**config.mk**
```make
export PLATFORM = sky130hd
export DESIGN_NAME = hysteresis_thermostat_with_warmup
export DESIGN_NICKNAME = d
export VERILOG_FILES = /design/src/design/thrm_pkg.sv /design/src/design/thrm_cfg.sv /design/src/design/thrm_in_stage.sv /design/src/design/thrm_core.sv /design/src/design/hysteresis_thermostat_with_warmup.sv
export SDC_FILE = /design/constraint.sdc
export NUM_CORES = 1
export LEC_CHECK = 0
export BUFFER_PORTS_ARGS = -buffer_cell sky130_fd_sc_hd__buf_4
export CAP_MARGIN = 20
export CELL_PAD_IN_SITES_DETAIL_PLACEMENT = 0
export CELL_PAD_IN_SITES_GLOBAL_PLACEMENT = 2
export CORE_MARGIN = 3
export CORE_UTILIZATION = 37
export CTS_CLUSTER_DIAMETER = 30
export DETAILED_ROUTE_END_ITERATION = 8
export PLACE_DENSITY_LB_ADDON = 0.1
export SLEW_MARGIN = 5
export SYNTH_ARGS = -nofsm -noshare
export SYNTH_HDL_FRONTEND = slang
export SYNTH_HIERARCHICAL = 1
export SYNTH_SLANG_ARGS = --single-unit
```
**constraint.sdc**
```tcl
create_clock -name aclk -period 4.6 [get_ports aclk]
set_input_delay 0.46 -clock aclk [delete_from_list [all_inputs] [get_ports aclk]]
set_output_delay 0.46 -clock aclk [all_outputs]
set_load 0.05 [all_outputs]
```
**src/design/thrm_pkg.sv**
```systemverilog
// ----------------------------------------------------------------------------
// Thermostat package
// Widths, mode codes, register indexes, reset values and shared types.
// ----------------------------------------------------------------------------
package thrm_pkg;

    // Field widths.
    localparam int unsigned MODE_W      = 3;
    localparam int unsigned TEMP_W      = 12;
    localparam int unsigned TARGET_W    = 11;
    localparam int unsigned GRACE_W     = 10;
    localparam int unsigned STEP_W      = 8;
    localparam int unsigned CFG_INDEX_W = 1;
    localparam int unsigned CFG_DATA_W  = 10;
    // Wide enough for the signed band limits (-1023 .. 3023).
    localparam int unsigned CMP_W       = 14;

    typedef logic [MODE_W-1:0] mode_t;

    // Event codes.
    localparam mode_t MODE_SAMPLE = 3'd0;
    localparam mode_t MODE_UP     = 3'd1;
    localparam mode_t MODE_DOWN   = 3'd2;
    localparam mode_t MODE_TOGGLE = 3'd3;
    localparam mode_t MODE_STOP   = 3'd4;

    // Configuration register indexes.
    localparam logic [CFG_INDEX_W-1:0] CFG_GRACE_BAND    = 1'b0;
    localparam logic [CFG_INDEX_W-1:0] CFG_SETPOINT_STEP = 1'b1;

    // Reset values and limits, 1/16 degree units.
    localparam logic [TARGET_W-1:0] TARGET_RESET = 11'd672;
    localparam logic [TARGET_W-1:0] TARGET_MAX   = 11'd2000;
    localparam logic [GRACE_W-1:0]  GRACE_RESET  = 10'd48;
    localparam logic [STEP_W-1:0]   STEP_RESET   = 8'd4;

    // One input word.
    typedef struct packed {
        mode_t                    mode;
        logic signed [TEMP_W-1:0] sample;
    } thrm_item_t;

    // Configuration seen by the control logic.
    typedef struct packed {
        logic [GRACE_W-1:0] grace_band;
        logic [STEP_W-1:0]  setpoint_step;
    } thrm_cfg_t;

endpackage

```
**src/design/thrm_cfg.sv**
```systemverilog
// ----------------------------------------------------------------------------
// Thermostat configuration registers
// Holds the hysteresis half-band and the setpoint step size.
// ----------------------------------------------------------------------------
module thrm_cfg (
    input  logic                             aclk,
    input  logic                             aresetn,
    input  logic                             cfg_wr_en,
    input  logic [thrm_pkg::CFG_INDEX_W-1:0] cfg_wr_index,
    input  logic [thrm_pkg::CFG_DATA_W-1:0]  cfg_wr_data,
    output thrm_pkg::thrm_cfg_t              cfg
);
    import thrm_pkg::*;

    logic [GRACE_W-1:0] grace_reg;
    logic [STEP_W-1:0]  step_reg;

    // Register writes by index; each register keeps its low bits of the data.
    always_ff @(posedge aclk) begin
        if (!aresetn) begin
            grace_reg <= GRACE_RESET;
            step_reg  <= STEP_RESET;
        end else if (cfg_wr_en) begin
            case (cfg_wr_index)
                CFG_GRACE_BAND:    grace_reg <= cfg_wr_data[GRACE_W-1:0];
                CFG_SETPOINT_STEP: step_reg  <= cfg_wr_data[STEP_W-1:0];
                default: begin
                end
            endcase
        end
    end

    assign cfg.grace_band    = grace_reg;
    assign cfg.setpoint_step = step_reg;

endmodule

```
**src/design/thrm_in_stage.sv**
```systemverilog
// ----------------------------------------------------------------------------
// Thermostat input register
// Captures one input word and hands it to the control stage.
// ----------------------------------------------------------------------------
module thrm_in_stage (
    input  logic                 aclk,
    input  logic                 aresetn,
    input  logic                 s_valid,
    output logic                 s_ready,
    input  thrm_pkg::mode_t      s_mode,
    input  logic signed [thrm_pkg::TEMP_W-1:0] s_sample,
    input  logic                 take,
    output logic                 item_valid,
    output thrm_pkg::thrm_item_t item
);
    import thrm_pkg::*;

    logic       valid_reg;
    logic       valid_next;
    thrm_item_t item_reg;

    // The register frees up whenever the control stage takes its word.
    assign s_ready    = !valid_reg || take;
    assign valid_next = (s_valid && s_ready) || (valid_reg && !take);

    always_ff @(posedge aclk) begin
        if (!aresetn) begin
            valid_reg <= 1'b0;
        end else begin
            valid_reg <= valid_next;
        end
    end

    // Payload needs no reset.
    always_ff @(posedge aclk) begin
        if (s_valid && s_ready) begin
            item_reg.mode   <= s_mode;
            item_reg.sample <= s_sample;
        end
    end

    assign item_valid = valid_reg;
    assign item       = item_reg;

endmodule

```
**src/design/thrm_core.sv**
```systemverilog
// ----------------------------------------------------------------------------
// Thermostat control stage
// Applies one event to the thermostat state; the state registers are the
// result word.
// ----------------------------------------------------------------------------
module thrm_core (
    input  logic                 aclk,
    input  logic                 aresetn,
    input  thrm_pkg::thrm_cfg_t  cfg,
    input  logic                 item_valid,
    input  thrm_pkg::thrm_item_t item,
    output logic                 take,
    output logic                 m_valid,
    input  logic                 m_ready,
    output logic                 m_heater_on,
    output logic                 m_pump_on,
    output logic                 m_regulating_active,
    output logic                 m_in_warmup,
    output logic [thrm_pkg::TARGET_W-1:0] m_target_temp
);
    import thrm_pkg::*;

    logic                 out_valid_reg;
    logic                 out_valid_next;
    logic [TARGET_W-1:0]  target_reg;
    logic [TARGET_W-1:0]  target_next;
    logic                 heater_reg;
    logic                 heater_next;
    logic                 pump_reg;
    logic                 pump_next;
    logic                 running_reg;
    logic                 running_next;
    logic                 warmup_reg;
    logic                 warmup_next;

    logic [TARGET_W:0]    up_sum;
    logic [TARGET_W-1:0]  up_val;
    logic [TARGET_W-1:0]  step_ext;
    logic [TARGET_W-1:0]  down_val;
    logic signed [CMP_W-1:0] temp_ext;
    logic signed [CMP_W-1:0] tgt_ext;
    logic signed [CMP_W-1:0] grace_ext;
    logic signed [CMP_W-1:0] band_hi;
    logic signed [CMP_W-1:0] band_lo;

    // A word moves in when the result slot is empty or being emptied.
    assign take = item_valid && (!out_valid_reg || m_ready);
    assign out_valid_next = take || (out_valid_reg && !m_ready);

    // Setpoint step up saturates at the maximum, step down at zero.
    assign step_ext = {{(TARGET_W-STEP_W){1'b0}}, cfg.setpoint_step};
    assign up_sum   = {1'b0, target_reg} + {1'b0, step_ext};
    assign up_val   = (up_sum > {1'b0, TARGET_MAX}) ? TARGET_MAX : up_sum[TARGET_W-1:0];
    assign down_val = (target_reg > step_ext) ? (target_reg - step_ext) : '0;

    // Signed band limits around the setpoint.
    assign temp_ext  = {{(CMP_W-TEMP_W){item.sample[TEMP_W-1]}}, item.sample};
    assign tgt_ext   = $signed({{(CMP_W-TARGET_W){1'b0}}, target_reg});
    assign grace_ext = $signed({{(CMP_W-GRACE_W){1'b0}}, cfg.grace_band});
    assign band_hi   = tgt_ext + grace_ext;
    assign band_lo   = tgt_ext - grace_ext;

    // Next state for the event in the input register.
    always_comb begin
        target_next  = target_reg;
        heater_next  = heater_reg;
        pump_next    = pump_reg;
        running_next = running_reg;
        warmup_next  = warmup_reg;
        case (item.mode)
            MODE_SAMPLE: begin
                if (running_reg) begin
                    if (warmup_reg) begin
                        if (temp_ext >= tgt_ext) begin
                            pump_next   = 1'b1;
                            warmup_next = 1'b0;
                        end
                    end else if (temp_ext > band_hi) begin
                        heater_next = 1'b0;
                    end else if (temp_ext < band_lo) begin
                        heater_next = 1'b1;
                    end
                end
            end
            MODE_UP: begin
                target_next = up_val;
            end
            MODE_DOWN: begin
                target_next = down_val;
            end
            MODE_TOGGLE: begin
                if (running_reg) begin
                    heater_next  = 1'b0;
                    pump_next    = 1'b0;
                    running_next = 1'b0;
                    warmup_next  = 1'b0;
                end else begin
                    heater_next  = 1'b1;
                    running_next = 1'b1;
                    warmup_next  = 1'b1;
                end
            end
            MODE_STOP: begin
                heater_next  = 1'b0;
                pump_next    = 1'b0;
                running_next = 1'b0;
                warmup_next  = 1'b0;
            end
            default: begin
            end
        endcase
    end

    // State updates only when a word moves in, so it stays put while stalled.
    always_ff @(posedge aclk) begin
        if (!aresetn) begin
            out_valid_reg <= 1'b0;
            target_reg    <= TARGET_RESET;
            heater_reg    <= 1'b0;
            pump_reg      <= 1'b0;
            running_reg   <= 1'b0;
            warmup_reg    <= 1'b0;
        end else begin
            out_valid_reg <= out_valid_next;
            if (take) begin
                target_reg  <= target_next;
                heater_reg  <= heater_next;
                pump_reg    <= pump_next;
                running_reg <= running_next;
                warmup_reg  <= warmup_next;
            end
        end
    end

    assign m_valid             = out_valid_reg;
    assign m_heater_on         = heater_reg;
    assign m_pump_on           = pump_reg;
    assign m_regulating_active = running_reg;
    assign m_in_warmup         = warmup_reg;
    assign m_target_temp       = target_reg;

endmodule

```
**src/design/hysteresis_thermostat_with_warmup.sv**
```systemverilog
// An accepted word waits in the input register until the control stage takes
// it; its result is then held in the state/result register until taken.
// Throughput: one word per cycle; the input register and the state/result
// register form a two-stage pipe that advances whenever the result is taken.
// Reset (aresetn low at a rising edge) empties both stages, sets the setpoint
// to 42.0 degrees, turns heater and pump off and loads the register defaults.
// ----------------------------------------------------------------------------
// Hysteresis thermostat with warm-up
// Heater and pump control with a warm-up phase and a hysteresis band.
// ----------------------------------------------------------------------------
module hysteresis_thermostat_with_warmup (
    input  logic                             aclk,
    input  logic                             aresetn,
    input  logic                             cfg_wr_en,
    input  logic [thrm_pkg::CFG_INDEX_W-1:0] cfg_wr_index,
    input  logic [thrm_pkg::CFG_DATA_W-1:0]  cfg_wr_data,
    input  logic                             s_valid,
    output logic                             s_ready,
    input  logic [thrm_pkg::MODE_W-1:0]      s_mode,
    input  logic signed [thrm_pkg::TEMP_W-1:0] s_sample,
    output logic                             m_valid,
    input  logic                             m_ready,
    output logic                             m_heater_on,
    output logic                             m_pump_on,
    output logic                             m_regulating_active,
    output logic                             m_in_warmup,
    output logic [thrm_pkg::TARGET_W-1:0]    m_target_temp
);
    import thrm_pkg::*;

    thrm_cfg_t  cfg;
    thrm_item_t item;
    logic       item_valid;
    logic       take;

    // Configuration registers.
    thrm_cfg u_cfg (
        .aclk         (aclk),
        .aresetn      (aresetn),
        .cfg_wr_en    (cfg_wr_en),
        .cfg_wr_index (cfg_wr_index),
        .cfg_wr_data  (cfg_wr_data),
        .cfg          (cfg)
    );

    // Input register.
    thrm_in_stage u_in (
        .aclk       (aclk),
        .aresetn    (aresetn),
        .s_valid    (s_valid),
        .s_ready    (s_ready),
        .s_mode     (s_mode),
        .s_sample   (s_sample),
        .take       (take),
        .item_valid (item_valid),
        .item       (item)
    );

    // State update and result register.
    thrm_core u_core (
        .aclk                (aclk),
        .aresetn             (aresetn),
        .cfg                 (cfg),
        .item_valid          (item_valid),
        .item                (item),
        .take                (take),
        .m_valid             (m_valid),
        .m_ready             (m_ready),
        .m_heater_on         (m_heater_on),
        .m_pump_on           (m_pump_on),
        .m_regulating_active (m_regulating_active),
        .m_in_warmup         (m_in_warmup),
        .m_target_temp       (m_target_temp)
    );

endmodule

```
# Word level (Yosys, flattened, before mapping)
# Cells that the tools add are included.
# totals
wordCells	73
mem_bits_ro	0
ff_bits	50
latch_bits	0
out_inout_bits	17
mem_count	0
ramBits	0
# classes
addsub	4
reduce_logical	23
bitwise	1
n_lt_le_gt_ge	5
eq_ne	10
div_mod_pow	0
shift	0
n_mul	0
mux	19
# ops
operator	n
11-bit two-way mux	2
11-bit one-hot mux with 2 select lines	1
12-bit by 13-bit > comparator with 1-bit output	1
11-bit by 10-bit adder with 12-bit output	1
11-bit by 8-bit adder with 12-bit output	1
12-bit >= comparator	1
12-bit by 11-bit > comparator with 1-bit output (second input constant)	1
12-bit less-than comparator	1
1-bit two-way mux	12
11-bit by 10-bit subtractor with 12-bit output	1
11-bit by 8-bit > comparator with 1-bit output	1
11-bit by 8-bit subtractor with 11-bit output	1
1-bit one-hot mux with 3 select lines	3
2-bit by 1-bit != test with 1-bit output (second input constant)	4
2-bit AND reduction	4
3-bit by 2-bit == test with 1-bit output (second input constant)	2
6-bit AND reduction	1
5-bit AND reduction	1
1-bit logical AND	4
1-bit logical NOT	4
1-bit logical OR	4
2-bit nonzero test	2
3-bit by 1-bit == test with 1-bit output (second input constant)	1
3-bit == test (second input constant)	1
other kinds (7)	7

# Depth between registers and ports, before layout
# Gate-level depths: netlist (run 1).
# logic_depth
word_depth	7
mapped_depth	18
ltp_nobuf	18

# Hierarchy
# The synthesis (run 1) kept the hierarchy.
# modules_own_cells
module	n_inst	area_per_inst_um2	seq_area_each_um2	cells_per_inst
thrm_core	1	3507.1	320.3	470
thrm_cfg	1	704.4	360.3	74
thrm_in_stage	1	508.0	470.5	20

# Least setup slack after synthesis (run 1)
# Ideal clock, no wire load.
# synth_path
path_kind	register to register
startpoint	reg u_core.target_reg[0], in the netlist u_core/m_target_temp[0]
endpoint	reg u_core.heater_reg, in the netlist u_core/m_heater_on
setup_ns	0.124
stages_incl_launch_ff	18
arrival_time_ns	3.480
path_buffers	0
t_required_ns	4.476
setup_slack_ns	0.997
cell_sequence	dfxtp_1 ha_1 fa_1 nand2b_1 a21oi_1 o21ai_0 a21oi_1 nor2_1 o31ai_1 or4_1 nand4_1 ha_1 a21o_1 a21oi_1 o2111a_1 a2111oi_0 a211oi_1 nor3_1
# synth_via
elab_chain_len	6
elab_cells_between_ends	10
# synth_rtl
item	line	rtl
start: declaration	thrm_core.sv:25	logic [TARGET_W-1:0] target_reg;
start signal: assignment	thrm_core.sv:126	target_reg <= target_next;
11-bit by 10-bit adder with 12-bit output	thrm_core.sv:60	assign band_hi = tgt_ext + grace_ext;
12-bit by 13-bit > comparator with 1-bit output	thrm_core.sv:78	end else if (temp_ext > band_hi) begin
1-bit two-way mux	thrm_core.sv:78	
1-bit two-way mux	thrm_core.sv:73	if (warmup_reg) begin
1-bit two-way mux	thrm_core.sv:72	if (running_reg) begin
1-bit one-hot mux with 3 select lines	thrm_core.sv:70	case (item.mode)
end signal: assignment	thrm_core.sv:127	heater_reg <= heater_next;
end: declaration	thrm_core.sv:27	logic heater_reg;
# Parallel ways exist; a longest one is shown, timed or not. The select of a mux whose other input is x is not followed.
# A chain may end at the register's enable or synchronous reset.

# Final worst setup path (run 1)
# layout_path
startpoint	reg u_core.target_reg[1], in the netlist u_core/m_target_temp[1]
endpoint	reg u_core.heater_reg, in the netlist u_core/m_heater_on
# Same word-level chain as after synthesis.

==> metrics.cfg, run 1 <==
[synth]
yosys-top-cells-area=ha_1 (19%), dfxtp_1 (15%), edfxtp_1 (9.5%), inv_1 (4.6%), a21oi_1 (4.5%)
synth.largest_area_cell=ha_1
synth.most_common_cell=ha_1
ys_ff_latch=50
synth_top_family_by_area=compound AO/OA/AOI/OAI gates
yosys-mux-area-fraction_pct=2.76
syn_inst=564
synth_top_flop_cell=dfxtp_1
synth_edf_count=15
synth_top_cells_by_count=ha_1 (71), inv_1 (58), nand2_1 (49)
synth_top_area_share_pct=18.8
ys_seq_area_share_pct=24.4
synth_area_per_cell_um2=8.37
postSynth.asyncResetShare_pct=0
synth.distinct_cells=76
synth_compound_area_share_pct=21.4
synth_area_mm2=0.00472
synthAdderAreaFrac_pct=20.5
yosysWarnings=6
synth_xor_area_share_pct=4.83
synth_fp_nets=670
synth-simple-area-share_pct=19.3

[timing]
setup_viol=0
fin_hold_ws_ns=0.324
drv_slew=0
rsz0062_at_grt=no
hold_viol_final=0
skew_ns=0.00812
fin_crit_sh_pct=83.2
worst_pin_slew_ns=0.721
fmax_ghz=0.261
final.setup.worst_slack_ns=0.774
setup_tns_ns=0
slew_headroom_pct=51.7
post-route-min-period_ns=3.83

[outcome]
status=finished clean

[cts]
ctsResizeCount=0
numCtsBuffers=5
root_buffer=clkbuf_16
post-cts-setup-buffer-count=0
insertion_delay_ns=0.31
cts_sinks=50
htree_levels=2
ctsHoldBuffers=0
ctsLongestPathBuffers=2
clkTransAtPathRegs_ns=0.08
cts_tree=done

[route]
avgViaCountPerCell=5.44
drt-pass1-iter-count=5
vias=4196
ant_nets=0
drc_errors=0
avgRoutedWirePerCell_um=17.8
totalWireLength_um=13700
drt-initial-drc-count=214

[power]
p_int_uw=862
total_power_mw=1.33
p_leak_nw=2.34
power.switching_uw=466
pwr-share-comb_pct=32.2
power_frac_clock_pct=29.5
switching_share_pct=35.1
pwr_density_cell_mw_per_mm2=248
irDropWorstVdd_v=0.000135
seqPwrFrac_pct=38.3

[setup_path]
crit_type=register to register
setup.worst_path.end_class=register
path_max_fanout=10
worstSetupStartpointType=register
r2r-start=u_core/m_target_temp[1]
crit_start=u_core/m_target_temp[1]
cp.arrival_ns=4.02
reg2reg_slack_ns=0.77
crit_required_ns=4.79

[global_routing]
grt_pass1_vias=3991
use_met1_pct=27.3
track_usage_pct=19.7
antenna_found_initial=0
use_met3_pct=3.70
grt_pass1_wl_um=21700
grt_use_met2_pct=31.9
grt_max_degree=43
gr-total-overflow=0
grt_most_used_layer=met2

[flow_run]
cap_violations=0

[layout]
largest_reg_flops=15
diodes=0
drive_above_1_share_pct=12.4
area_delta_synth_final_pct=13.7
nets=709
final_cells=772

[hold_path]
hold_path.class=primary input to register
min-delay-start=s_sample[4]

[placed_design]
place.gp.congestion=0.865
dp_hpwl_um=10900
placed_cells=764
place_ws_ns=0.857
port_buffers=47

[floorplanning]
core_area_mm2=0.0123
die_w_um=119
rows=40
initial_core_util_pct=38.5
ioPinCount=48
dieArea_mm2=0.0141
die_y_um=119

## cells in the final DEF (no fill, tap or decap), types with 10 or more instances in the layout
cell type,n
dfxtp_1,35
nand2b_1,17
ha_1,71
a21oi_1,42
edfxtp_1,15
nor3_1,12
o21ai_0,23
mux2i_1,13
xnor2_1,21
a21o_1,11
buf_4,52
nor2_1,27
nor2b_1,10
nand3_1,14
nand2_1,49
inv_1,58
## layer usage
metal | share of wire, % | vias up
li1 | - | 2096
met3 | 3.9 | 13
met4 | 1.4 | 0
met1 | 48 | 1993
met5 | 0 | -
met2 | 47 | 94
## critical path, cell delays in order (launching register included)
cell and delay, ns:
dfxtp_1 0.63, ha_1 0.23, nand2b_1 0.10, a21oi_1 0.08
o21bai_1 0.15, a21oi_1 0.12, o41ai_1 0.44, o21ba_2 0.21
nor3_1 0.04, a211oi_1 0.33, ha_1 0.34, nand4b_1 0.27
nor3_1 0.31, a2111oi_0 0.12, a211oi_1 0.24, nor3_1 0.08
## power groups by stage
stage	combinational [mW]	sequential (mW)	clock, mW
final	0.428	0.509	0.392
after CTS	0.428	0.509	0.407
after floorplan	0.289	0.528	0
after global placement	0.422	0.519	0
after detailed placement	0.425	0.520	0
after global routing	0.478	0.513	0.423
## final cells by class
type                    count  area (µm²)
fillers                  1261        6900
repair buffers             52         390
clock buffers               5         125
flip-flops and latches     50        1150
multi-input cells         435        3250
clock inverters             3        20.0
inverters                  59         221
well taps                 168         210
## through the flow
stage | instance area, µm² | util (%)
2_1_floorplan | 4720 | -
3_3_place_gp | 5220 | 42.6
3_5_place_dp | 5220 | 42.6
4_1_cts | 5370 | 43.8
5_1_grt | 5370 | 43.8
6_report | 5370 | 43.8
## final timing paths
check | depth (start not counted) | endpoint
worst max-delay path | 15 | u_core/m_heater_on
worst min register to register | 2 | u_cfg/step_reg[5]
worst max register to register | 15 | u_core/m_heater_on
worst min-delay path | 1 | u_in/item[4]
## cell families (layout without fill, tap and decap cells)
logic type / count (synthesis) / count (layout)
AO/OA/AOI/OAI: 148 / 148
adder cells (fa/ha/maj): 75 / 75
flip-flops: 50 / 50
AND/OR/NAND/NOR: 173 / 173
buffers and inverters: 79 / 119
XOR/XNOR: 26 / 26
multiplexers: 13 / 13
(Power assumes the default switching activity.)
==> inputs of run 2 (changes only) <==
--- a/config.mk
+++ b/config.mk
@@ -10,7 +10,7 @@
 export CELL_PAD_IN_SITES_DETAIL_PLACEMENT = 0
 export CELL_PAD_IN_SITES_GLOBAL_PLACEMENT = 2
 export CORE_MARGIN = 3
-export CORE_UTILIZATION = 37
+export CORE_UTILIZATION = 33
 export CTS_CLUSTER_DIAMETER = 30
 export DETAILED_ROUTE_END_ITERATION = 8
 export PLACE_DENSITY_LB_ADDON = 0.1
==> constraint.sdc (replaced) <==
create_clock -name aclk -period 3.3 [get_ports aclk]
set_input_delay 0.33 -clock aclk [delete_from_list [all_inputs] [get_ports aclk]]
set_output_delay 0.33 -clock aclk [all_outputs]
set_load 0.05 [all_outputs]
==> run 2 against run 1 <==
Against the previous run: the run now ends with negative setup slack left; first-iteration DRC count grew 11%; maximum frequency is 15% higher; hold slack worse by 0.13 ns; non-clock buffer count up 36; die area rose by 11%; sequential power increased by 39%; combinational power rose by 57%.
==> metrics.cfg, run 2 (synthesis gave the netlist of run 1 again) <==
[route]
avgViaCountPerCell=5.21  ; -4.2%
ant_nets=0  ; unchanged
drt-pass1-iter-count=4  ; -1
totalWireLength_um=14300  ; +3.9%
avgRoutedWirePerCell_um=17.4  ; -2.2%
drt-initial-drc-count=238  ; +11%
vias=4271  ; +1.8%
drc_errors=0  ; unchanged

[floorplanning]
die_y_um=126  ; +5.6%
dieArea_mm2=0.0158  ; +11%
rows=43  ; +7.5%
ioPinCount=48  ; unchanged
initial_core_util_pct=33.9  ; -4.6 points
die_w_um=126  ; +5.6%
core_area_mm2=0.0139  ; +14%

[setup_path]
crit_chain=ha_4, fa_2, nand2b_1, a21oi_2, o21ai_2, a21oi_2, nor2_2, o31ai_4, or4_1, nand4_1, ha_1, buf_4, nand3_1, nor3_2, a2111o_1, a21oi_1, nor3_1
crit_buf_inv=1  ; +1
cpLargestDelayFamily=simple AND/OR/NAND/NOR gates
cp.arrival_ns=3.51  ; -0.51 ns
worstSetupStartpointType=register
path_max_fanout=4  ; -6
slowest_delay_ns=0.42  ; -0.21 ns
setup.worst_path.end_class=register
crit_type=register to register
slowest_stage=a2111o_1
crit_top_cell=a21oi_2
crit_required_ns=3.49  ; -1.30 ns

[layout]
drive_above_1_share_pct=22.3  ; +9.9 points
final_cells=820  ; +6.2%
nets=745  ; +5.1%
final_util_pct=41.6  ; -2.2 points
final_common_cell=buf_4
mostFrequentLayoutCells=buf_4 (88), ha_1 (69), inv_1 (57)
area_delta_synth_final_pct=22.8
diodes=0  ; unchanged
largest_reg_flops=15  ; unchanged

[timing]
fmax_ghz=0.301  ; +15%
slew_headroom_pct=51.9  ; +0.17 points
worst_pin_slew_ns=0.718  ; -0.00250 ns
post-route-min-period_ns=3.32  ; -0.509 ns
setup_viol=1  ; +1
fin_hold_ws_ns=0.198  ; -0.125 ns
final.setup.worst_slack_ns=-0.0175  ; -0.791 ns
hold_viol_final=0  ; unchanged
setup_tns_ns=-0.0175  ; -0.0175 ns
fin_crit_sh_pct=101  ; +17 points
rsz0062_at_grt=yes
drv_slew=0  ; unchanged
skew_ns=0.00397  ; -0.00415 ns

[power]
power_frac_clock_pct=27.8  ; -1.7 points
p_leak_nw=2.53  ; +8.1%
pwr_density_cell_mw_per_mm2=329  ; +33%
power.switching_uw=664  ; +43%
irDropWorstVdd_v=0.000200  ; +48%
p_int_mw=1.24  ; +44%
switching_share_pct=34.8  ; -0.25 points
seqPwrFrac_pct=37.0  ; -1.3 points
pwr-share-comb_pct=35.2  ; +3.0 points

[global_routing]
track_usage_pct=18.4  ; -1.3 points
grt_max_degree=43  ; unchanged
grt_pass1_wl_um=23000  ; +5.6%
grt_pass1_vias=4286  ; +7.4%
antenna_found_initial=0  ; unchanged
gr-total-overflow=0  ; unchanged

[placed_design]
port_buffers=47  ; unchanged
place.gp.congestion=0.806  ; -6.9%
dp_hpwl_um=11500  ; +5.6%
placed_cells=809  ; +5.9%

[cts]
htree_levels=2  ; unchanged
clkTransAtPathRegs_ns=0.07  ; about the same
cts_sinks=50  ; unchanged
ctsLongestPathBuffers=2  ; unchanged
numCtsBuffers=5  ; unchanged
insertion_delay_ns=0.31  ; about the same
root_buffer=clkbuf_16
cts_tree=done

[outcome]
violations=negative setup slack
status=finished, violations left

[hold_path]
hold_path.class=primary input to register

[flow_run]
cap_violations=0  ; unchanged

==> run 2: changes by cell type in the layout (fill, tap and decap cells not counted), sizes merged <==
cell    previous run  this run
inv               60        59
clkinv             1         2
buf               52        88
==> run 2: layout make-up <==
| cell class | instances | area [µm²] |
|---|---|---|
| fill | 1469 | 8140 |
| tap | 180 | 225 |
| clock inverter | 3 | 16.3 |
| clock buffer | 5 | 125 |
| multi-input combinational | 435 | 3390 |
| timing repair buffer | 88 | 661 |
| inverter | 59 | 221 |
| sequential | 50 | 1160 |
==> run 2: worst paths after layout <==
kind	startpoint	slack, ns	cells past startpoint	endpoint
setup / recovery	u_core/m_target_temp[0]	-0.02	17	u_core/m_heater_on
hold / removal	s_sample[11]	0.20	1	u_in/item[11]
setup reg to reg	u_core/m_target_temp[0]	-0.02	17	u_core/m_heater_on
hold reg to reg	u_core/m_pump_on	0.46	1	u_core/m_pump_on
==> run 2: timing repair <==
| item | in CTS | in global routing |
|---|---|---|
| gates resized for setup | 20 | 13 |
| cloned | 0 | 0 |
| pin swaps | 15 | 16 |
| hold buffers | 0 | 0 |
| setup endpoints to repair | 1 | 3 |
| setup buffers | 2 | 1 |
==> run 2: power groups by stage <==
stage               Sequential, mW  Clock (mW)  Combinational, mW
floorplan                    0.735           0              0.406
global placement             0.719           0              0.630
detailed placement           0.720           0              0.635
CTS                          0.707       0.553              0.665
global route                 0.711       0.575              0.754
finish                       0.705       0.530              0.671
==> run 2: metrics by stage <==
stage	setup slack (ns)	instance area [µm²]	power, mW
floorplan	0.00830	4740	1.14
CTS	-0.0379	5750	1.92
finish	-0.0175	5800	1.91
global placement	-0.168	5500	1.35
detailed placement	-0.244	5500	1.36
global route	-0.142	5800	2.04
==> run 2: layer usage <==
layer,vias up,GRT usage (%),part of all wire (%)
met5,-,0,0
met4,0,4.15,1.0
met3,10,2.99,2.7
met2,66,30.8,48
met1,2037,24.8,48
li1,2158,-,-
==> inputs of run 3 (changes only) <==
--- a/config.mk
+++ b/config.mk
@@ -9,8 +9,9 @@
 export CAP_MARGIN = 20
 export CELL_PAD_IN_SITES_DETAIL_PLACEMENT = 0
 export CELL_PAD_IN_SITES_GLOBAL_PLACEMENT = 2
+export CORE_ASPECT_RATIO = 0.5
 export CORE_MARGIN = 3
-export CORE_UTILIZATION = 33
+export CORE_UTILIZATION = 30
 export CTS_CLUSTER_DIAMETER = 30
 export DETAILED_ROUTE_END_ITERATION = 8
 export PLACE_DENSITY_LB_ADDON = 0.1
==> run 3 against run 2 <==
Against the previous run: the run still ends with negative setup slack left; core utilization down 1.2 points; combinational power grew 5.2%; hold slack improved by 0.0054 ns; critical path depth fell by 1; total power grew 2.4%; worst setup slack gained 0.011 ns; critical path type unchanged; largest power group unchanged.
==> metrics.cfg, run 3 (synthesis gave the netlist of run 1 again) <==
[layout]
diodes=0  ; unchanged
nets=761  ; +2.1%
mostFrequentLayoutCells=buf_4 (103), ha_1 (64), inv_1 (57)
largest_reg_flops=15  ; unchanged
drive_above_1_share_pct=25.6  ; +3.3 points
area_delta_synth_final_pct=27.7
final_common_cell=buf_4

[floorplanning]
ioPinCount=48  ; unchanged
core_area_mm2=0.0149  ; +7.2%
rows=31  ; -28%
dieArea_mm2=0.0174  ; +10%
die_y_um=94.7  ; -25%
die_w_um=183  ; +46%
initial_core_util_pct=31.6  ; -2.3 points

[power]
irDropWorstVdd_v=0.000184  ; -8.2%
p_leak_nw=2.64  ; +4.4%
pwr_density_cell_mw_per_mm2=324  ; -1.5%
total_power_mw=1.95  ; +2.4%

[cts]
htree_levels=2  ; unchanged
root_buffer=clkbuf_16
ctsHoldBuffers=0  ; unchanged
ctsLongestPathBuffers=2  ; unchanged
clkTransAtPathRegs_ns=0.08  ; about the same
cts_sinks=50  ; unchanged
numCtsBuffers=5  ; unchanged
insertion_delay_ns=0.30  ; about the same
cts_tree=done

[route]
met3_length_um=519  ; +36%
vias=4291  ; +0.47%
totalWireLength_um=15600  ; +8.9%
ant_nets=0  ; unchanged
drt-initial-drc-count=326  ; +37%
drc_errors=0  ; unchanged
avgRoutedWirePerCell_um=18.2  ; +4.6%
wl_met2_um=5900  ; -13%
wl_met1_um=9060  ; +31%
drt-pass1-iter-count=4  ; unchanged
avgViaCountPerCell=5.02  ; -3.5%
top_layer_used=met4

[timing]
fmax_ghz=0.302  ; +0.34%
setup_viol=1  ; unchanged
slew_headroom_pct=53.5  ; +1.6 points
hold_viol_final=0  ; unchanged
drv_slew=0  ; unchanged
fin_crit_sh_pct=100  ; -0.34 points
rsz0062_at_grt=yes
skew_ns=0.0101  ; +0.00610 ns
worst_pin_slew_ns=0.694  ; -0.0237 ns
fin_hold_ws_ns=0.204  ; +0.00537 ns
final.setup.worst_slack_ns=-0.00618  ; +0.0113 ns
post-route-min-period_ns=3.31  ; -0.0113 ns

[flow_run]
cap_violations=0  ; unchanged

[placed_design]
dp_hpwl_um=12600  ; +8.8%
place_ws_ns=-0.136  ; +0.108 ns
place.gp.congestion=0.810  ; +0.51%
port_buffers=47  ; unchanged

[hold_path]
hold_path.class=primary input to register

[setup_path]
crit_chain=inv_2, ha_4, nand2b_4, a21oi_2, o21bai_1, a21oi_2, o41ai_2, buf_4, xnor2_1, ha_1, and4_1, nand2_1, o2111a_2, a2111o_1, a21oi_2, nor3_2
crit_top_cell=a21oi_2
crit_required_ns=3.48  ; about the same
crit_type=register to register
setup.worst_path.end_class=register
path_max_fanout=2  ; -2
cp.arrival_ns=3.49  ; -0.02 ns
worstSetupStartpointType=register
slowest_delay_ns=0.41  ; about the same
slowest_stage=a2111o_1

[outcome]
violations=negative setup slack
status=finished, violations left

[global_routing]
grt_pass1_wl_um=23800  ; +3.8%
gr-total-overflow=0  ; unchanged
antenna_found_initial=0  ; unchanged
grt_pass1_vias=4143  ; -3.3%
grt_max_degree=43  ; unchanged
track_usage_pct=17.9  ; -0.44 points

run 3: metal layers:
layer  global-route usage [%]  up-vias
li1                         -     2202
met1                     29.8     1997
met2                     24.5       84
met3                     2.19        8
met4                     1.84        0
met5                        0        -
run 3: worst paths after layout:
kind                        end  depth (start not counted)               start  slack [ns]
min                u_in/item[8]                          1         s_sample[8]        0.20
max reg2reg  u_core/m_heater_on                         16  u_cfg/grace_reg[1]      -0.006
min reg2reg  u_cfg/grace_reg[3]                          2  u_cfg/grace_reg[3]        0.48
max          u_core/m_heater_on                         16  u_cfg/grace_reg[1]      -0.006
run 3: timing repair:
item | 4_1_cts | 5_1_grt
cloned | 0 | 0
endpoints found under the setup margin | 1 | 5
hold endpoints to repair | 0 | 0
gates resized for setup | 15 | 30
buffers inserted | 4 | 2
pin swaps | 14 | 17
run 3: area by class of cell:
cell class	count	area [µm²]
Inverter	59	221
Multi-Input combinational cell	435	3460
Sequential cell	50	1160
Clock inverter	3	21.3
Fill cell	1516	8910
Timing Repair Buffer	104	785
Tap cell	198	248
Clock buffer	5	125
run 3: per-stage QoR:
stage                     TNS [ns]  area (µm²)  util, %  cells
after floorplan                  0        4740        -    564
after global placement      -0.116        5620     37.7    840
after detailed placement    -0.136        5620     37.7    840
after CTS                        0        5860     39.3    852
after global routing        -0.221        6030     40.4    854
final                     -0.00618        6030     40.4    854
run 3: report_power, final:
part           internal [mW]  switching [mW]  total, mW  leakage [nW]
combinational          0.317           0.389      0.706          2.13
clock                  0.282           0.258      0.540        0.0714
sequential             0.667          0.0403      0.707         0.433
run 3: critical path, delay by kind of cell (launching register included):
family	cells	cell delay, ns
flip-flops	1	0.34
buffers and inverters	2	0.23
AND/OR/NAND/NOR	4	0.47
adder cells (fa/ha/maj)	2	0.54
AO/OA/AOI/OAI	7	1.53
XOR/XNOR	1	0.08
